[config.mk]
export PLATFORM = sky130hd
export DESIGN_NAME = rpa_front
export DESIGN_NICKNAME = d
export VERILOG_FILES = /design/src/design/rpa_pkg.sv /design/src/design/rpa_front.sv
export SDC_FILE = /design/constraint.sdc
export NUM_CORES = 1
export LEC_CHECK = 0
export BUFFER_PORTS_ARGS = -buffer_cell sky130_fd_sc_hd__buf_2
export CORE_MARGIN = 2
export CORE_UTILIZATION = 49
export CTS_CLUSTER_SIZE = 10
export DETAILED_ROUTE_END_ITERATION = 16
export GPL_ROUTABILITY_DRIVEN = 0
export PLACE_DENSITY = 0.88
export SLEW_MARGIN = 20
export SYNTH_ARGS = -nofsm -noshare
export SYNTH_HDL_FRONTEND = slang
export SYNTH_SLANG_ARGS = --single-unit
[constraint.sdc]
create_clock -name i_clk -period 3.7 [get_ports i_clk]
set_input_delay 0.185 -clock i_clk [delete_from_list [all_inputs] [get_ports i_clk]]
set_output_delay 0.185 -clock i_clk [all_outputs]
set_load 0.01 [all_outputs]
[src/design/rpa_pkg.sv]
package rpa_pkg;

    typedef enum logic [2:0] {
        OP_ALLOC   = 3'd0,
        OP_FREE    = 3'd1,
        OP_ADDREF  = 3'd2,
        OP_QUERY   = 3'd3,
        OP_RANGE   = 3'd4,
        OP_RELEASE = 3'd5,
        OP_RESERVE = 3'd6,
        OP_HINT    = 3'd7
    } t_opcode;

    typedef enum logic [2:0] {
        ST_OK        = 3'd0,
        ST_NO_MEM    = 3'd1,
        ST_BAD_ADDR  = 3'd2,
        ST_DBL_FREE  = 3'd3,
        ST_SATURATED = 3'd4,
        ST_NOT_ALLOC = 3'd5,
        ST_BROKEN    = 3'd6
    } t_status;

    localparam logic [15:0] COUNT_MAX = 16'hFFFF;

    typedef struct packed {
        logic [2:0]  opcode;
        logic [31:0] page_address;
        logic [31:0] range_length;
    } t_in_item;

    typedef struct packed {
        logic [2:0]  status;
        logic [31:0] result_address;
        logic [15:0] ref_count;
        logic        is_allocated;
        logic        in_range;
        logic [16:0] free_count;
    } t_out_item;

    // classified command passed from front to back
    typedef struct packed {
        logic [2:0]  opcode;
        logic [31:0] page_address;
        logic        aligned;      // low page bits zero
        logic        addr_managed; // address below managed limit
        logic        pidx_managed; // page index below managed pages
        logic        addr_zero;
        logic        in_range;
    } t_cmd;

endpackage

[src/design/rpa_front.sv]
module rpa_front #(
    parameter int MAX_PAGES  = 65536,
    parameter int PAGE_SHIFT = 12
) (
    input  logic              i_clk,
    input  logic              i_rst_n,
    input  logic              i_valid,
    output logic              o_ready,
    input  rpa_pkg::t_in_item i_item,
    input  logic [16:0]       i_page_count,
    output logic              o_valid,
    input  logic              i_ready,
    output rpa_pkg::t_cmd     o_cmd,
    output logic [$clog2(MAX_PAGES):0] o_pages
);
    localparam int PW = $clog2(MAX_PAGES) + 1;
    localparam int DEPTH = 2;

    logic [PW-1:0] pages;
    logic [47:0]   limit, a48, l48, end48;
    rpa_pkg::t_cmd cmd;

    // effective page count, saturated at MAX_PAGES
    always_comb begin
        if ({15'd0, i_page_count} > 32'(MAX_PAGES)) begin
            pages = PW'(MAX_PAGES);
        end else begin
            pages = PW'(i_page_count);
        end
        limit = 48'(pages) << PAGE_SHIFT;
        a48   = {16'd0, i_item.page_address};
        l48   = {16'd0, i_item.range_length};
        end48 = a48 + l48;
        cmd.opcode       = i_item.opcode;
        cmd.page_address = i_item.page_address;
        cmd.aligned      = (i_item.page_address[PAGE_SHIFT-1:0] == '0);
        cmd.addr_managed = (a48 < limit);
        cmd.pidx_managed = ((a48 >> PAGE_SHIFT) < 48'(pages));
        cmd.addr_zero    = (i_item.page_address == '0);
        if (i_item.range_length == '0) begin
            cmd.in_range = (a48 <= limit);
        end else begin
            cmd.in_range = (a48 < limit) && (end48 <= limit);
        end
    end
    assign o_pages = pages;

    // small queue between front and back
    rpa_pkg::t_cmd r_q [DEPTH];
    logic [1:0] r_cnt;
    logic       r_wp, r_rp;
    logic       push, pop;

    assign o_ready = (r_cnt != 2'(DEPTH));
    assign push    = i_valid && o_ready;
    assign o_valid = (r_cnt != 2'd0);
    assign pop     = o_valid && i_ready;
    assign o_cmd   = r_q[r_rp];

    always_ff @(posedge i_clk) begin
        if (push) begin
            r_q[r_wp] <= cmd;
        end
        if (!i_rst_n) begin
            r_cnt <= '0;
            r_wp  <= 1'b0;
            r_rp  <= 1'b0;
        end else begin
            if (push) r_wp <= ~r_wp;
            if (pop)  r_rp <= ~r_rp;
            r_cnt <= r_cnt + 2'(push) - 2'(pop);
        end
    end

    assert property (@(posedge i_clk) disable iff (!i_rst_n) r_cnt <= 2'(DEPTH))
        else $error("queue overflow");
    assert property (@(posedge i_clk) disable iff (!i_rst_n)
        (r_cnt == 2'd0) |-> !pop) else $error("pop from empty queue");
    assert property (@(posedge i_clk) disable iff (!i_rst_n)
        (r_cnt == 2'(DEPTH)) |-> !push) else $error("push into full queue");
endmodule

==> run metrics <==
critical-path cell list=buf_2, ha_1, o21ai_1, a21oi_4, o31a_1, buf_4, buf_4, and2_1, o21ai_1, o21ai_0, xnor2_1, ha_1, nand4b_1, a21oi_1, o2111ai_1, nor3_2, nand4_1, nor4_2, a31oi_1, o41ai_2; number of buffers inserted by port buffering=146; Top-Level Pins=147; H-tree lvl count=3; result of the run=finished, violations left; count of mapped cells out of synthesis=565; number of rows in the core area=40; DR vias/cell=6.06; Ys Warns=0; estimated wirelength of the detail-placed design=13800 um; core utilization of the finished layout=67.8%; failing checks=setup timing; total power per unit cell area=446 nW/um2; biggest cell delay along the critical path=0.34 ns; total placed instance area=7570 um2; Fmax=0.261 GHz; fin crit share=104%; Design Area, Final=8070 um2; Worst-Margin Slew=1.01 ns; vias in the first global route=5487; critical path capture point type=flop; total design power=3600 uW; total CTS buffers=9; vias after detailed routing=5864; data arrival time of the critical path=3.98 ns; layout cell share with drive strength beyond 1=43.2%; kind of cell adding the most delay to the critical path=compound AO/OA/AOI/OAI gates; detailed-router iteration count before antenna repair=6; area grow syn2layout=35.9%; Post-Route Hold Slack=0.0351 ns; root buffer cell=clkbuf_16; dominant synthesized flop cell=edfxtp_1; cell area after synthesis=5940 um2; clock insertion delay at the later pin of the skew report=0.35 ns; CP Data Required Time=3.84 ns; residual DRC count=0; Post-Syn Area per Cell=10.5 um2; DIE WIDTH=114 um; First DRT Iteration DRCs=721; pin count of the biggest net entering global routing=40; MaxCap Viol Count=0; clock skew after layout=0.00615 ns; unrepaired setup endpoints after global routing=true; vertical die dimension=114 um; count of nets left with antenna violations after detail routing=0; setup-violating endpoint count in the final report=2; worst hold-check path type=input port to flop; total of flip-flops plus latches after synthesis=83; CTS tree=yes; max-slew violations=0; startpoint type of the worst setup path=input port; fin nets=971; synthesized net count=722; count of flip-flops with a built-in enable after synthesis=78; Sinks on Clock Net=83; average wire per cell in the routed design=19.6 um; residual overflow from global routing=0; CTS clock-pin slew for the worst setup and hold paths=0.06 ns; all-layer global routing usage=27.7%; IR Drop Worst-Case VDD=214 uV; worst-path cell with the longest stage delay=ha_1; Core Region=11900 um2; starting density of the core=49.9%; Crit path buffers/inverters=3; final WL=18900 um; wire length of the first global-routing pass=27900 um; largest fanout on the critical path=4; Async S/R FF share, synth=0%; cell leakage power=0.00364 uW; number of library cell types mapped by synthesis=69; area of the die=13000 um2; antenna violations before repair=1; category of the critical setup timing path=input port to flop; least setup slack across all paths after layout=-0.137 ns; final count of hold timing violations=0; number of buffers on the longest clock path=2; final worst path period need=3.84 ns; sequential fraction of the synthesis area=41.1%; remaining max-slew budget at the tightest pin=32.8%
routing by layer:
metal	routed length (um)	vias to the layer above	GRT usage, %	part of all wire [%]
met5	0	-	0	0
met1	7500	2720	36.8	40
met4	1090	0	14.4	5.8
li1	-	2650	-	-
met2	8590	400	44.2	45
met3	1760	94	4.02	9.3
Yosys cell counts, types with 3 or more instances:
library cell  number  area [um2]
nor2_1            19        71.3
clkbuf_1           9        33.8
inv_1             29         109
nand3_1           16        80.1
a31oi_1            4        25.0
o21ai_1            4        20.0
mux2_2            39         439
nor2b_1            5        31.3
a21o_1            16         120
nor4_1            22         138
dfxtp_1            5         100
buf_2              3        15.0
xor2_1             7        61.3
o211ai_1           3        22.5
o21a_1             6        45.0
and2_1             8        50.1
nand2_1           47         176
nand2b_1           9        56.3
xnor2_1           16         140
a21oi_1           43         215
edfxtp_1          78        2340
nand4_1           15        93.8
ha_1              68         851
o21ai_0           28         140
and3_1             5        31.3
nor3_1             7        35.0
state kept, by name, summed over array words and instances, names as in the netlist, named ones only:
register / flops
r_cnt: 2
r_rp: 1
r_wp: 1
r_q: 78
cell families after synthesis:
group	count (synthesis)	share of synthesized area, %
AND/OR/NAND/NOR	171	15.3
AO/OA/AOI/OAI	131	14.3
flip-flops	83	41.1
adder cells (fa/ha/maj)	69	14.7
buffers and inverters	49	3.87
multiplexers	39	7.39
XOR/XNOR	23	3.39
per-stage QoR:
stage	setup TNS, ns	setup WS (ns)	instances
2_1_floorplan	-0.0812	-0.0406	565
3_3_place_gp	-0.667	-0.334	941
3_5_place_dp	-1.03	-0.515	941
4_1_cts	0	0.00559	959
5_1_grt	-0.625	-0.316	967
6_report	-0.269	-0.137	967
power by group:
part	switching, uW	total [uW]	internal (uW)	leakage (uW)
Clock	379	993	614	0.000156
Combinational	697	1350	653	0.00271
Sequential	88.5	1260	1170	0.000773
final timing paths:
path | start | endpoint | slack, ns | cells after the start
worst max-delay path | i_item[3] | r_q[1][0] | -0.14 | 20
worst max register to register | r_cnt[0] | r_q[0][30] | 1.76 | 4
worst min register to register | r_rp | r_rp | 0.54 | 2
worst min-delay path | i_item[65] | r_q[1][38] | 0.04 | 1
cell type report:
| class | instances | area [um2] |
|---|---|---|
| Clock buffer | 11 | 243 |
| Tap cell | 147 | 184 |
| Multi-Input combinational cell | 433 | 3420 |
| Inverter | 30 | 113 |
| Antenna cell | 1 | 2.50 |
| Sequential cell | 83 | 2440 |
| Fill cell | 818 | 3840 |
| Timing Repair Buffer | 257 | 1580 |
| Clock inverter | 5 | 85.1 |
placed cells by master (no fill, tap or decap), types with 3 or more instances in the layout:
master       n
and2_1       7
nor3_1       6
inv_1       28
a21o_1      16
ha_1        65
nand2_1     47
xor2_1       7
o21a_1       6
o21ai_0     22
edfxtp_1    78
a31oi_1      3
dfxtp_1      4
and3_1       4
clkbuf_16    9
buf_2      143
buf_4      112
mux2_2      39
nor2_1      17
o21ai_1      6
a21oi_1     36
nor2b_1      5
nand4_1     15
o211ai_1     3
o21ai_2      3
nand2b_1     8
xnor2_1     16
a21oi_2      8
nand3_1     15
nor4_1      21
timing repair:
action | 4_1_cts | 5_1_grt
pin swaps | 8 | 19
setup endpoints to repair | 2 | 2
cloned | 0 | 0
setup buffers | 2 | 7
gates resized for setup | 7 | 22
hold buffers | 0 | 0
No activity file was read; power rests on OpenSTA's default activity.
